===== src/rtl/bctl_pkg.sv =====
`timescale 1ns / 1ps
// ----------------------------------------------------------------------------
// bctl_pkg
// Shared types and constants for the block cache tag and replacement engine.
// ----------------------------------------------------------------------------
package bctl_pkg;

  // Request operation codes.
  localparam logic [1:0] OP_READ  = 2'd0;
  localparam logic [1:0] OP_WRITE = 2'd1;
  localparam logic [1:0] OP_INVAL = 2'd2;

  localparam int unsigned OP_BITS        = 2;
  localparam int unsigned TAG_BITS       = 32;
  localparam int unsigned AGE_BITS       = 64;
  localparam int unsigned ENTRY_IDX_BITS = 5;

  typedef enum logic [1:0] {
    ST_IDLE,
    ST_SCAN,
    ST_UPDATE
  } state_t;

endpackage


===== src/rtl/bctl_ram.sv =====
`timescale 1ns / 1ps
// ----------------------------------------------------------------------------
// bctl_ram
// Generic single-write, single-read RAM with a registered read port.
// ----------------------------------------------------------------------------
module bctl_ram #(
  parameter int unsigned WIDTH = 100,
  parameter int unsigned DEPTH = 32
) (
  input  logic                     clk,
  input  logic                     wr_en,
  input  logic [$clog2(DEPTH)-1:0] wr_addr,
  input  logic [WIDTH-1:0]         wr_data,
  input  logic                     rd_en,
  input  logic [$clog2(DEPTH)-1:0] rd_addr,
  output logic [WIDTH-1:0]         rd_data
);

  logic [WIDTH-1:0] mem_r [DEPTH];

  always_ff @(posedge clk) begin
    if (wr_en) begin
      mem_r[wr_addr] <= wr_data;
    end
    if (rd_en) begin
      rd_data <= mem_r[rd_addr];
    end
  end

endmodule


===== src/rtl/block_cache_tag_lru.sv =====
`timescale 1ns / 1ps
// ----------------------------------------------------------------------------
// block_cache_tag_lru
// Tag lookup and least-recently-used replacement for a fully associative
// disk block cache.
//
// A request is accepted in the idle state and scanned, its result is then
// registered in the update state, and the next request is accepted once the
// sequencer is back in the idle state. A result still held by out_stall
// delays the update state until the output register frees. The scan is a
// single pass over the entry RAM, one entry per cycle through its one read
// port, doing the tag match, the first-free search and the smallest-age
// search together (an invalidate instead clears the owner's valid entries);
// an unused op code skips the scan. A result waits in the output register
// while the next request is accepted and scanned. Valid bits are flops
// cleared by reset; owner, tag and age live in the RAM and are only read
// under a set valid bit, but for the age of entry zero, which seeds the age
// search and is used only when no entry is free, so no clearing pass is needed.
// ----------------------------------------------------------------------------
module block_cache_tag_lru #(
  parameter int unsigned ENTRIES    = 32,
  parameter int unsigned FS_ID_BITS = 4
) (
  input  logic                                 clk,
  input  logic                                 rst_n,

  input  logic                                 in_valid,
  output logic                                 in_stall,
  input  logic [bctl_pkg::OP_BITS-1:0]         in_op,
  input  logic [FS_ID_BITS-1:0]                in_fs_id,
  input  logic [bctl_pkg::TAG_BITS-1:0]        in_block_number,
  input  logic                                 in_device_ok,

  output logic                                 out_valid,
  input  logic                                 out_stall,
  output logic                                 out_ok,
  output logic                                 out_hit,
  output logic [bctl_pkg::ENTRY_IDX_BITS-1:0]  out_entry_index
);

  localparam int unsigned IDX_W  = $clog2(ENTRIES);
  localparam int unsigned CNT_W  = $clog2(ENTRIES + 1);
  localparam int unsigned TAG_W  = bctl_pkg::TAG_BITS;
  localparam int unsigned AGE_W  = bctl_pkg::AGE_BITS;
  localparam int unsigned WORD_W = FS_ID_BITS + TAG_W + AGE_W;

  bctl_pkg::state_t state_r, state_nxt;

  // Request registers.
  logic [bctl_pkg::OP_BITS-1:0] op_r, op_nxt;
  logic [FS_ID_BITS-1:0]        fs_r, fs_nxt;
  logic [TAG_W-1:0]             tag_r, tag_nxt;
  logic                         dev_ok_r, dev_ok_nxt;

  // Scan control.
  logic [CNT_W-1:0] cnt_r, cnt_nxt;
  logic             cmp_en_r, cmp_en_nxt;
  logic [IDX_W-1:0] cmp_idx_r, cmp_idx_nxt;

  // Scan results.
  logic             hit_found_r, hit_found_nxt;
  logic [IDX_W-1:0] hit_idx_r, hit_idx_nxt;
  logic             inv_found_r, inv_found_nxt;
  logic [IDX_W-1:0] inv_idx_r, inv_idx_nxt;
  logic [AGE_W-1:0] min_age_r, min_age_nxt;
  logic [IDX_W-1:0] min_idx_r, min_idx_nxt;

  logic [AGE_W-1:0] clock_r, clock_nxt;
  logic             valid_r [ENTRIES];
  logic             valid_nxt [ENTRIES];

  logic                                out_valid_r, out_valid_nxt;
  logic                                out_ok_r, out_ok_nxt;
  logic                                out_hit_r, out_hit_nxt;
  logic [bctl_pkg::ENTRY_IDX_BITS-1:0] out_idx_r, out_idx_nxt;

  // Sequencer outputs.
  logic             in_accept;
  logic             scan_issue;
  logic             upd_go;

  // RAM port.
  logic              ram_wr_en;
  logic [IDX_W-1:0]  ram_wr_addr;
  logic [WORD_W-1:0] ram_wr_data;
  logic [IDX_W-1:0]  ram_rd_addr;
  logic [WORD_W-1:0] ram_rd_data;

  logic [FS_ID_BITS-1:0] e_owner;
  logic [TAG_W-1:0]      e_tag;
  logic [AGE_W-1:0]      e_age;
  logic                  e_valid;

  // Result of the current request, valid in the update state.
  logic             res_ok;
  logic             res_hit;
  logic             res_stamp;
  logic [IDX_W-1:0] res_idx;

  bctl_ram #(
    .WIDTH (WORD_W),
    .DEPTH (ENTRIES)
  ) u_entry_ram (
    .clk     (clk),
    .wr_en   (ram_wr_en),
    .wr_addr (ram_wr_addr),
    .wr_data (ram_wr_data),
    .rd_en   (scan_issue),
    .rd_addr (ram_rd_addr),
    .rd_data (ram_rd_data)
  );

  assign e_owner = ram_rd_data[WORD_W-1 -: FS_ID_BITS];
  assign e_tag   = ram_rd_data[AGE_W +: TAG_W];
  assign e_age   = ram_rd_data[AGE_W-1:0];
  assign e_valid = valid_r[cmp_idx_r];

  // Next-state logic.
  always_comb begin
    state_nxt = state_r;
    case (state_r)
      bctl_pkg::ST_IDLE: begin
        if (in_valid) begin
          if (in_op inside {bctl_pkg::OP_READ, bctl_pkg::OP_WRITE,
                            bctl_pkg::OP_INVAL}) begin
            state_nxt = bctl_pkg::ST_SCAN;
          end else begin
            state_nxt = bctl_pkg::ST_UPDATE;
          end
        end
      end
      bctl_pkg::ST_SCAN: begin
        if (cnt_r == CNT_W'(ENTRIES)) begin
          state_nxt = bctl_pkg::ST_UPDATE;
        end
      end
      bctl_pkg::ST_UPDATE: begin
        if (upd_go) begin
          state_nxt = bctl_pkg::ST_IDLE;
        end
      end
      default: state_nxt = bctl_pkg::ST_IDLE;
    endcase
  end

  // Sequencer outputs.
  always_comb begin
    in_stall    = 1'b1;
    scan_issue  = 1'b0;
    upd_go      = 1'b0;
    ram_rd_addr = cnt_r[IDX_W-1:0];
    case (state_r)
      bctl_pkg::ST_IDLE:   in_stall = 1'b0;
      bctl_pkg::ST_SCAN:   scan_issue = (cnt_r != CNT_W'(ENTRIES));
      bctl_pkg::ST_UPDATE: upd_go = !out_valid_r || !out_stall;
      default:             in_stall = 1'b1;
    endcase
  end

  assign in_accept = in_valid && !in_stall;

  // Result selection for read, write and invalidate requests.
  always_comb begin
    res_ok    = 1'b0;
    res_hit   = 1'b0;
    res_stamp = 1'b0;
    res_idx   = '0;
    case (op_r)
      bctl_pkg::OP_INVAL: res_ok = 1'b1;
      bctl_pkg::OP_READ, bctl_pkg::OP_WRITE: begin
        // A read hit needs no device access; a write always does.
        if (hit_found_r && (op_r == bctl_pkg::OP_READ || dev_ok_r)) begin
          res_ok    = 1'b1;
          res_hit   = 1'b1;
          res_stamp = 1'b1;
          res_idx   = hit_idx_r;
        end else if (!hit_found_r && dev_ok_r) begin
          res_ok    = 1'b1;
          res_stamp = 1'b1;
          res_idx   = inv_found_r ? inv_idx_r : min_idx_r;
        end
      end
      default: res_ok = 1'b0;
    endcase
  end

  assign ram_wr_en   = upd_go && res_stamp;
  assign ram_wr_addr = res_idx;
  assign ram_wr_data = {fs_r, tag_r, clock_nxt};

  // Datapath next values.
  always_comb begin
    op_nxt        = op_r;
    fs_nxt        = fs_r;
    tag_nxt       = tag_r;
    dev_ok_nxt    = dev_ok_r;
    cnt_nxt       = cnt_r;
    cmp_en_nxt    = scan_issue;
    cmp_idx_nxt   = ram_rd_addr;
    hit_found_nxt = hit_found_r;
    hit_idx_nxt   = hit_idx_r;
    inv_found_nxt = inv_found_r;
    inv_idx_nxt   = inv_idx_r;
    min_age_nxt   = min_age_r;
    min_idx_nxt   = min_idx_r;
    clock_nxt     = clock_r + AGE_W'(1);
    valid_nxt     = valid_r;
    out_valid_nxt = out_valid_r && out_stall;
    out_ok_nxt    = out_ok_r;
    out_hit_nxt   = out_hit_r;
    out_idx_nxt   = out_idx_r;

    if (in_accept) begin
      op_nxt        = in_op;
      fs_nxt        = in_fs_id;
      tag_nxt       = in_block_number;
      dev_ok_nxt    = in_device_ok;
      cnt_nxt       = '0;
      hit_found_nxt = 1'b0;
      inv_found_nxt = 1'b0;
    end

    if (scan_issue) begin
      cnt_nxt = cnt_r + CNT_W'(1);
    end

    if (cmp_en_r) begin
      if (op_r == bctl_pkg::OP_INVAL) begin
        if (e_valid && e_owner == fs_r) begin
          valid_nxt[cmp_idx_r] = 1'b0;
        end
      end else begin
        if (e_valid && e_owner == fs_r && e_tag == tag_r && !hit_found_r) begin
          hit_found_nxt = 1'b1;
          hit_idx_nxt   = cmp_idx_r;
        end
        if (!e_valid && !inv_found_r) begin
          inv_found_nxt = 1'b1;
          inv_idx_nxt   = cmp_idx_r;
        end
        // Entry zero seeds the age search; a strict compare keeps the
        // lowest index on a tie.
        if (cmp_idx_r == '0) begin
          min_age_nxt = e_age;
          min_idx_nxt = '0;
        end else if (e_valid && e_age < min_age_r) begin
          min_age_nxt = e_age;
          min_idx_nxt = cmp_idx_r;
        end
      end
    end

    if (!(upd_go && res_stamp)) begin
      clock_nxt = clock_r;
    end

    if (upd_go) begin
      out_valid_nxt = 1'b1;
      out_ok_nxt    = res_ok;
      out_hit_nxt   = res_hit;
      out_idx_nxt   = bctl_pkg::ENTRY_IDX_BITS'(res_idx);
      if (res_stamp) begin
        valid_nxt[res_idx] = 1'b1;
      end
    end
  end

  always_ff @(posedge clk) begin
    if (!rst_n) begin
      state_r     <= bctl_pkg::ST_IDLE;
      cmp_en_r    <= 1'b0;
      clock_r     <= '0;
      out_valid_r <= 1'b0;
      for (int i = 0; i < ENTRIES; i++) begin
        valid_r[i] <= 1'b0;
      end
    end else begin
      state_r     <= state_nxt;
      cmp_en_r    <= cmp_en_nxt;
      clock_r     <= clock_nxt;
      out_valid_r <= out_valid_nxt;
      valid_r     <= valid_nxt;
    end
  end

  always_ff @(posedge clk) begin
    op_r        <= op_nxt;
    fs_r        <= fs_nxt;
    tag_r       <= tag_nxt;
    dev_ok_r    <= dev_ok_nxt;
    cnt_r       <= cnt_nxt;
    cmp_idx_r   <= cmp_idx_nxt;
    hit_found_r <= hit_found_nxt;
    hit_idx_r   <= hit_idx_nxt;
    inv_found_r <= inv_found_nxt;
    inv_idx_r   <= inv_idx_nxt;
    min_age_r   <= min_age_nxt;
    min_idx_r   <= min_idx_nxt;
    out_ok_r    <= out_ok_nxt;
    out_hit_r   <= out_hit_nxt;
    out_idx_r   <= out_idx_nxt;
  end

  assign out_valid       = out_valid_r;
  assign out_ok          = out_ok_r;
  assign out_hit         = out_hit_r;
  assign out_entry_index = out_idx_r;

  // Only one request is in flight at a time.
  a_one_in_flight: assert property (@(posedge clk) disable iff (!rst_n)
    in_accept |=> in_stall)
    else $error("request accepted while another is in flight");

  // A new result is only ever produced at the end of the update state.
  a_result_from_update: assert property (@(posedge clk) disable iff (!rst_n)
    $rose(out_valid_r) |-> $past(state_r == bctl_pkg::ST_UPDATE))
    else $error("result produced outside the update state");

  // The access clock only ever steps by one, and only with a stamping update.
  a_clock_step: assert property (@(posedge clk) disable iff (!rst_n)
    ($past(rst_n) && !$stable(clock_r)) |->
      (clock_r == $past(clock_r) + AGE_W'(1) && $past(ram_wr_en)))
    else $error("access clock changed without a stamping update");

  // A stamped entry is valid afterwards.
  a_stamp_sets_valid: assert property (@(posedge clk) disable iff (!rst_n)
    ram_wr_en |=> valid_r[$past(ram_wr_addr)])
    else $error("stamped entry not marked valid");

endmodule

===== config.mk =====
export PLATFORM = sky130hd
export DESIGN_NAME = block_cache_tag_lru
export DESIGN_NICKNAME = d
export VERILOG_FILES = /design/src/rtl/bctl_pkg.sv /design/src/rtl/bctl_ram.sv /design/src/rtl/block_cache_tag_lru.sv
export SDC_FILE = /design/constraint.sdc
export NUM_CORES = 2
export LEC_CHECK = 0
export BUFFER_PORTS_ARGS = -buffer_cell sky130_fd_sc_hd__buf_4
export CORE_ASPECT_RATIO = 0.6
export CORE_MARGIN = 5
export CORE_UTILIZATION = 60
export DETAILED_ROUTE_END_ITERATION = 10
export PLACE_DENSITY = 0.76
export SLEW_MARGIN = 10
export SYNTH_ARGS = -nofsm -noshare
export SYNTH_HDL_FRONTEND = slang
export SYNTH_HIERARCHICAL = 1
export SYNTH_SLANG_ARGS = --single-unit

===== constraint.sdc =====
create_clock -name clk -period 9.7 [get_ports clk]
set_input_delay 0 -clock clk [delete_from_list [all_inputs] [get_ports clk]]
set_output_delay 0 -clock clk [all_outputs]
set_load 0.05 [all_outputs]

### Word level (Yosys, flattened, before mapping)

Memory sizes are Yosys's and may differ from the RTL's. A register that Yosys moved wholly into a read port is not among the register bits.
Cells that the tools add are included.

* bits in writable memories: 3200
* input bits: 43
* memories kept: 1
* bits in registers: 238

Memories
* u_entry_ram.mem_r: depth 32, bits a word 100, read ports 1, clocked after memory_dff 1, wr ports 1, line bctl_ram.sv:19 `logic [WIDTH-1:0] mem_r [DEPTH];`

* $add $sub $neg: 2
* eq/ne operators: 13
* magnitude comparators: 5
* bitwise gates (word level): 6
* reduce and logical (&&, ||, !) cells: 31
* muxes and demuxes: 46

Operator list (number)
* $mux 64: 3
* $mux 32: 5
* $add 64x1->64 const B: 1
* $lt 64x64->1: 1
* $and 32x32->32: 1
* $eq 32x32->1: 1
* $not 32->32: 1
* $or 32x32->32: 1
* $mux 5: 5
* $mux 1: 22
* $ge 6x6->1 const B: 2
* $logic_and 1x1->1: 12
* $lt 6x1->1 const B: 2
* $mux 6: 2
* $not 5->6: 2
* $reduce_and 3->1: 4
* $demux 1 s5: 2
* $mux 2: 4
* $add 6x1->6 const B: 1
* $eq 2x1->1 const B: 3
* $eq 2x2->1 const B: 3
* $eq 6x6->1 const B: 1
* $logic_not 2->1: 3
* $ne 2x2->1 const B: 3
* other kinds (12): 18

### Depth between registers and ports, before layout

* depth in word-level cells: 13
* gate-level depth with buffers: 9

### Cells and area by module

The synthesis kept the hierarchy.

Modules (own cells, without submodules)
* bctl_ram: area each 124498.2 sq um, times used 1, sequential area each 99095.0 sq um, cells an instance 5817
* block_cache_tag_lru: area each 11593.6 sq um, times used 1, sequential area each 6075.8 sq um, cells an instance 1062

### Least setup slack after synthesis

OpenSTA, ideal clock, no wires.

* kind: register -> register
* from: register cmp_idx_r[0]
* to: register min_age_r[0] (enable)
* cell stages (with the launch flop): 6
* library setup time: 0.601 ns
* setup slack: 2.654 ns
* data arrival time: 6.445 ns
* period minus slack after synthesis: 7.046 ns
* buffers on the path: 2
* cells stage by stage: dfxtp_1 > clkbuf_1 > or2_2 > clkbuf_1 > or3_1 > o32ai_1

* longest elaborated chain between the ends: 7
* elaborated cells on any way between the ends: 8
* classes of those cells: 3 x mux; 1 x bitwise; 4 x reduce/logical

RTL lines
* from (decl): line block_cache_tag_lru.sv:58 `logic [IDX_W-1:0] cmp_idx_r, cmp_idx_nxt;`
* from (signal assigned): line block_cache_tag_lru.sv:292 `cmp_idx_r <= cmp_idx_nxt;`
* $not 5->6 (implied by the code): line block_cache_tag_lru.sv:116 `assign e_valid = valid_r[cmp_idx_r];`
* $bmux 1 s5: line block_cache_tag_lru.sv:116
* $mux 1 (implied by the code) (2 in series): line block_cache_tag_lru.sv:116
* $logic_and 1x1->1: line block_cache_tag_lru.sv:246 `end else if (e_valid && e_age < min_age_r) begin`
* $reduce_bool 2->1 (no line) (*)
* $reduce_and 3->1 (no line) (*)
* to (signal assigned): line block_cache_tag_lru.sv:297 `min_age_r <= min_age_nxt;`
* to (decl): line block_cache_tag_lru.sv:65 `logic [AGE_W-1:0] min_age_r, min_age_nxt;`

Every way passes the cells marked *; elsewhere a longest branch is shown, timed or not. The select of a mux whose other input is x is not followed.
A chain may end at the register's enable or synchronous reset.

### Worst setup path in the final report

* from: register op_r[1] (netlist name)
* to: memory u_entry_ram.mem_r[28][69] (enable)

* elaborated cells on any way between the ends: 12
* classes of those cells: 1 x eq/ne; 6 x mux; 5 x reduce/logical

RTL lines
* from (decl): line block_cache_tag_lru.sv:50 `logic [bctl_pkg::OP_BITS-1:0] op_r, op_nxt;`
* from (signal assigned): line block_cache_tag_lru.sv:287 `op_r <= op_nxt;`
* $logic_not 2->1: line block_cache_tag_lru.sv:168, block_cache_tag_lru.sv:172
* $logic_or 1x1->1: line block_cache_tag_lru.sv:172 `if (hit_found_r && (op_r == bctl_pkg::OP_READ || dev_ok_r)) begin`
* $logic_and 1x1->1: line block_cache_tag_lru.sv:172
* $mux 5: line block_cache_tag_lru.sv:172
* $mux 5 (*): line block_cache_tag_lru.sv:168 `case (op_r)`
* net ram_wr_addr[0]: line block_cache_tag_lru.sv:84 `logic [IDX_W-1:0] ram_wr_addr;`
* to (decl): line bctl_ram.sv:19

The timed path passes the listed nets; every way through them passes the cells marked *.

==> results list <==
* Worst skew pair latency: just under 900 ps
- The path with the worst hold slack has its endpoint at out_valid.
* TritonCTS clock tree: done
* Most used flip-flop cell after synthesis: sky130_fd_sc_hd__edfxtp_1
- Sum of net half-perimeters after detailed placement: between 150 and 200 mm
- Data arrival time of the worst path: about 5700 ps
* Net count after synthesis: approximately 7000
* Count of unique library cells instantiated by Yosys: 64
* Final worst clock skew: between 40 and 50 ps
- Path type of the worst min-delay path: in2reg
- Mean Syn Cell Area: 19.8 sq um
- Routed vias/inst: around 7.0
- Wire length of the first global-routing pass: 511 mm
- Entering global routing, the biggest net connects 119 pins.
- Nets: around 7300
- Number of cells after detailed placement: 9786
- For this run, the top clock speed supported by timing is a little under 200 MHz.
* Number of resized instances in the post-cts repair step: 0
* Starting utilization of the core area: 0.603
* Total global routing overflow: 0
- The H-tree was split into 5 levels.
- For this run, the share of the core covered by cells in the final layout is 0.673.
* Number of buffers between clock root and the deepest sink: 4
* Largest cells by area after synthesis: sky130_fd_sc_hd__edfxtp_1 (76%), sky130_fd_sc_hd__mux4_2 (6.8%), sky130_fd_sc_hd__mux2i_1 (5.9%), sky130_fd_sc_hd__a22oi_1 (2.8%), sky130_fd_sc_hd__dfxtp_1 (1.6%)
- Dividing the detail-routed wire length by the instance count gives 34.6 um.
- In the routed design, unresolved DRC markers number 0.
* Worst IR Drop VDD: between 0.15 and 0.2 mV
* Via count of the first global-routing pass: ~70000
- In this run the most critical hold path is launched from out_stall.
- Run status: completed
- Area fraction of the dominant cell type after synthesis: 0.757
- Clock tree synthesis found a total of 3538 sinks.
* Total global routing track utilization: 0.303
- In this run the static leakage power is ~45 nW.
- The first detailed-routing pass took 6 iterations.
- In this run the tool buffered the top-level ports with 51 buffer cells.
- Setup TNS Final: 0 ps
- Setup repair after global routing missed its margin: false
- In this run the worst path has a maximum fanout of 28.
* Die height: between 300 and 400 um
- Total via count after detailed routing: slightly above 70000
- Total setup buffers inserted after CTS: 0
* Worst relative slew slack: 0.0622
- CTS Buf Count: roughly 300
- Final wirelength: roughly 360 mm
- EDFF count, synth: ~3400
- The synthesized netlist occupies a cell area of between 100000 and 150000 sq um.
- In this run the horizontal extent of the chip is around 620 um.
- Iter 0 DRT Violations: approximately 11000
- Area growth, synth to finish: 11.6%
- I/O pin total: between 50 and 60
- The final-report hold violation count was 0.
* Critical path required time: 10180 ps
* Die area: 237000 sq um
- After clock tree synthesis, the clock-pin slew on the worst setup and hold paths is approximately 60 ps.
- Post-detailed-route count of antenna-violating nets: 0
- Number of storage elements in the synthesis netlist: approximately 3500
- Register-to-Register Setup Slack: around 4500 ps
- Critical register-to-register path endpoint: u_entry_ram/mem_r[28][69]
- Clk Tree Root Cell: sky130_fd_sc_hd__clkbuf_16
- The worst register-to-register path has a depth of 8.
- Share of layout cells above drive strength 1: 0.170
- Reg-to-Reg Start: op_r[1]
* Critical path class: reg2reg
- Of all flip-flops after synthesis, the portion carrying an async set or reset was 0.
- The smallest clock period supported by the final layout is computed as a little over 5000 ps.
- Setup violations remaining at the end of the flow were counted as 0.
- Worst slew pin tran: 1400 ps
- The number of antenna violations at the first check in global routing was 11.
- The number of pins with negative max-slew slack in the final report is 0.
- Commonest non-fill, non-tap cells in the layout: sky130_fd_sc_hd__edfxtp_1 (3431), sky130_fd_sc_hd__mux2i_1 (797), sky130_fd_sc_hd__a22oi_1 (511)
* Cell taking the most area after synthesis: sky130_fd_sc_hd__edfxtp_1
- Period Utilization, post-route: 0.535
- Dividing total power by cell area gives a power density of slightly above 200 nW/um^2.
- Leading cell type in the layout, fill and taps excluded: sky130_fd_sc_hd__edfxtp_1
- STA classifies the critical path endpoint as a flip-flop.
- The count of cells in the finished layout, fillers not included, comes to 10400.
- Rows: 135
- Count of hold-fix buffers inserted at cts: 81
* Hold Crit Depth: 4
* Share of synthesized area occupied by flip-flops and latches: 0.773
- Syn. warnings: 6
- Across the run, the number of max-cap violations was 0.
- Kind of start point of the critical path: flip-flop
* Post-synthesis instance total: slightly below 7000
- At the end of routability-driven placement, the weighted congestion stood at slightly below 0.9.
* Core area: approximately 230000 sq um
## metal layers
metal | part of all wire | global-route usage | wire length, um | vias up
li1 | - | - | - | 28800
met1 | 0.38 | 0.461 | 138000 | 37300
met2 | 0.43 | 0.430 | 154000 | 5585
met3 | 0.16 | 0.0938 | 57100 | 725
met4 | 0.030 | 0.0822 | 10900 | 4
met5 | 0.000075 | 0 | 27 | -
## kinds of logic after synthesis
logic type               share of synthesized area
AO/OA/AOI/OAI                               0.0432
flip-flops                                   0.773
AND/OR/NAND/NOR                             0.0283
adder cells (fa/ha/maj)                    0.00607
XOR/XNOR                                   0.00663
buffers and inverters                       0.0161
multiplexers                                 0.127
## cell type report
| cell class | instances | area (sq um) |
|---|---|---|
| Multi-Input combinational cell | 2890 | 29900 |
| Clock buffer | 382 | 8110 |
| Sequential cell | 3538 | 105000 |
| Tap cell | 3014 | 3770 |
| Timing Repair Buffer | 344 | 3110 |
| Antenna cell | 4 | 10.0 |
| Inverter | 83 | 317 |
| Fill cell | 13900 | 73900 |
| Clock inverter | 160 | 1390 |
## metrics by stage
step	hold WS, ps	instance area [sq um]	worst slack, ps	power [mW]
3_5_place_dp	180	141000	4640	19.9
3_3_place_gp	178	141000	4640	19.8
4_1_cts	105	152000	4600	31.5
2_1_floorplan	98.9	136000	2650	18.9
6_report	152	152000	4510	31.5
5_1_grt	155	152000	4420	32.4
## where the power goes
group	internal, mW	switching, mW	leakage [nW]
clock network	6.51	5.35	4.62
registers	16.8	0.122	28.4
logic	0.940	1.77	12.0
## worst max-delay path by stage
stage | start | endpoint | slack (ps) | cells after the start
after CTS | op_r[0] | u_entry_ram/mem_r[1][71] | 4600 | 7
after floorplan | cmp_idx_r[0] | min_age_r[0] | 2650 | 5
after global placement | op_r[1] | u_entry_ram/mem_r[28][67] | 4640 | 8
after detailed placement | op_r[0] | u_entry_ram/mem_r[1][66] | 4640 | 7
final | op_r[1] | u_entry_ram/mem_r[28][69] | 4510 | 8
after global routing | op_r[1] | u_entry_ram/mem_r[1][71] | 4420 | 7
## flip-flops by register name (all words and copies together) (netlist names), 2 cells and up
signal               flops
valid_r                 32
state_r                  2
min_age_r               64
min_idx_r                5
cmp_idx_r                5
clock_r                 64
hit_idx_r                5
inv_idx_r                5
u_entry_ram/mem_r     3200
out_entry_index          5
fs_r                     4
op_r                     2
tag_r                   32
u_entry_ram/rd_data    100
cnt_r                    6
## worst max-delay path: stages (launching register included)
cell and delay (ps):
sky130_fd_sc_hd__edfxtp_1 470, sky130_fd_sc_hd__nor2_1 180, sky130_fd_sc_hd__nor2_1 90, sky130_fd_sc_hd__o32ai_1 690
sky130_fd_sc_hd__nor2_1 290, sky130_fd_sc_hd__or3b_2 770, sky130_fd_sc_hd__nor2_4 1010, sky130_fd_sc_hd__buf_4 730
sky130_fd_sc_hd__buf_4 520
## synthesized netlist by cell type (11+ instances only)
cell                       count
sky130_fd_sc_hd__a22o_1       64
sky130_fd_sc_hd__ha_1         66
sky130_fd_sc_hd__buf_6        29
sky130_fd_sc_hd__nor2b_1      18
sky130_fd_sc_hd__nand2b_1     13
sky130_fd_sc_hd__clkbuf_1    164
sky130_fd_sc_hd__buf_4        40
sky130_fd_sc_hd__nor3_2       14
sky130_fd_sc_hd__and2_1       79
sky130_fd_sc_hd__nor4_1       18
sky130_fd_sc_hd__and4_1       11
sky130_fd_sc_hd__nor3_1       23
sky130_fd_sc_hd__buf_1        29
sky130_fd_sc_hd__mux4_2      410
sky130_fd_sc_hd__buf_2       106
sky130_fd_sc_hd__o21ai_0      35
sky130_fd_sc_hd__a31oi_1      61
sky130_fd_sc_hd__nand2_1      88
sky130_fd_sc_hd__nor2_1       71
sky130_fd_sc_hd__xor2_1       51
sky130_fd_sc_hd__nand3b_1     11
sky130_fd_sc_hd__nand4_1      83
sky130_fd_sc_hd__a21o_1       18
sky130_fd_sc_hd__or2_2        13
sky130_fd_sc_hd__xnor2_1      52
sky130_fd_sc_hd__nand3_1     221
sky130_fd_sc_hd__edfxtp_1   3431
sky130_fd_sc_hd__dfxtp_1     107
sky130_fd_sc_hd__a21oi_1      66
sky130_fd_sc_hd__mux2i_1     797
sky130_fd_sc_hd__inv_1        82
sky130_fd_sc_hd__a22oi_1     511
No activity file was read; power rests on OpenSTA's default activity.
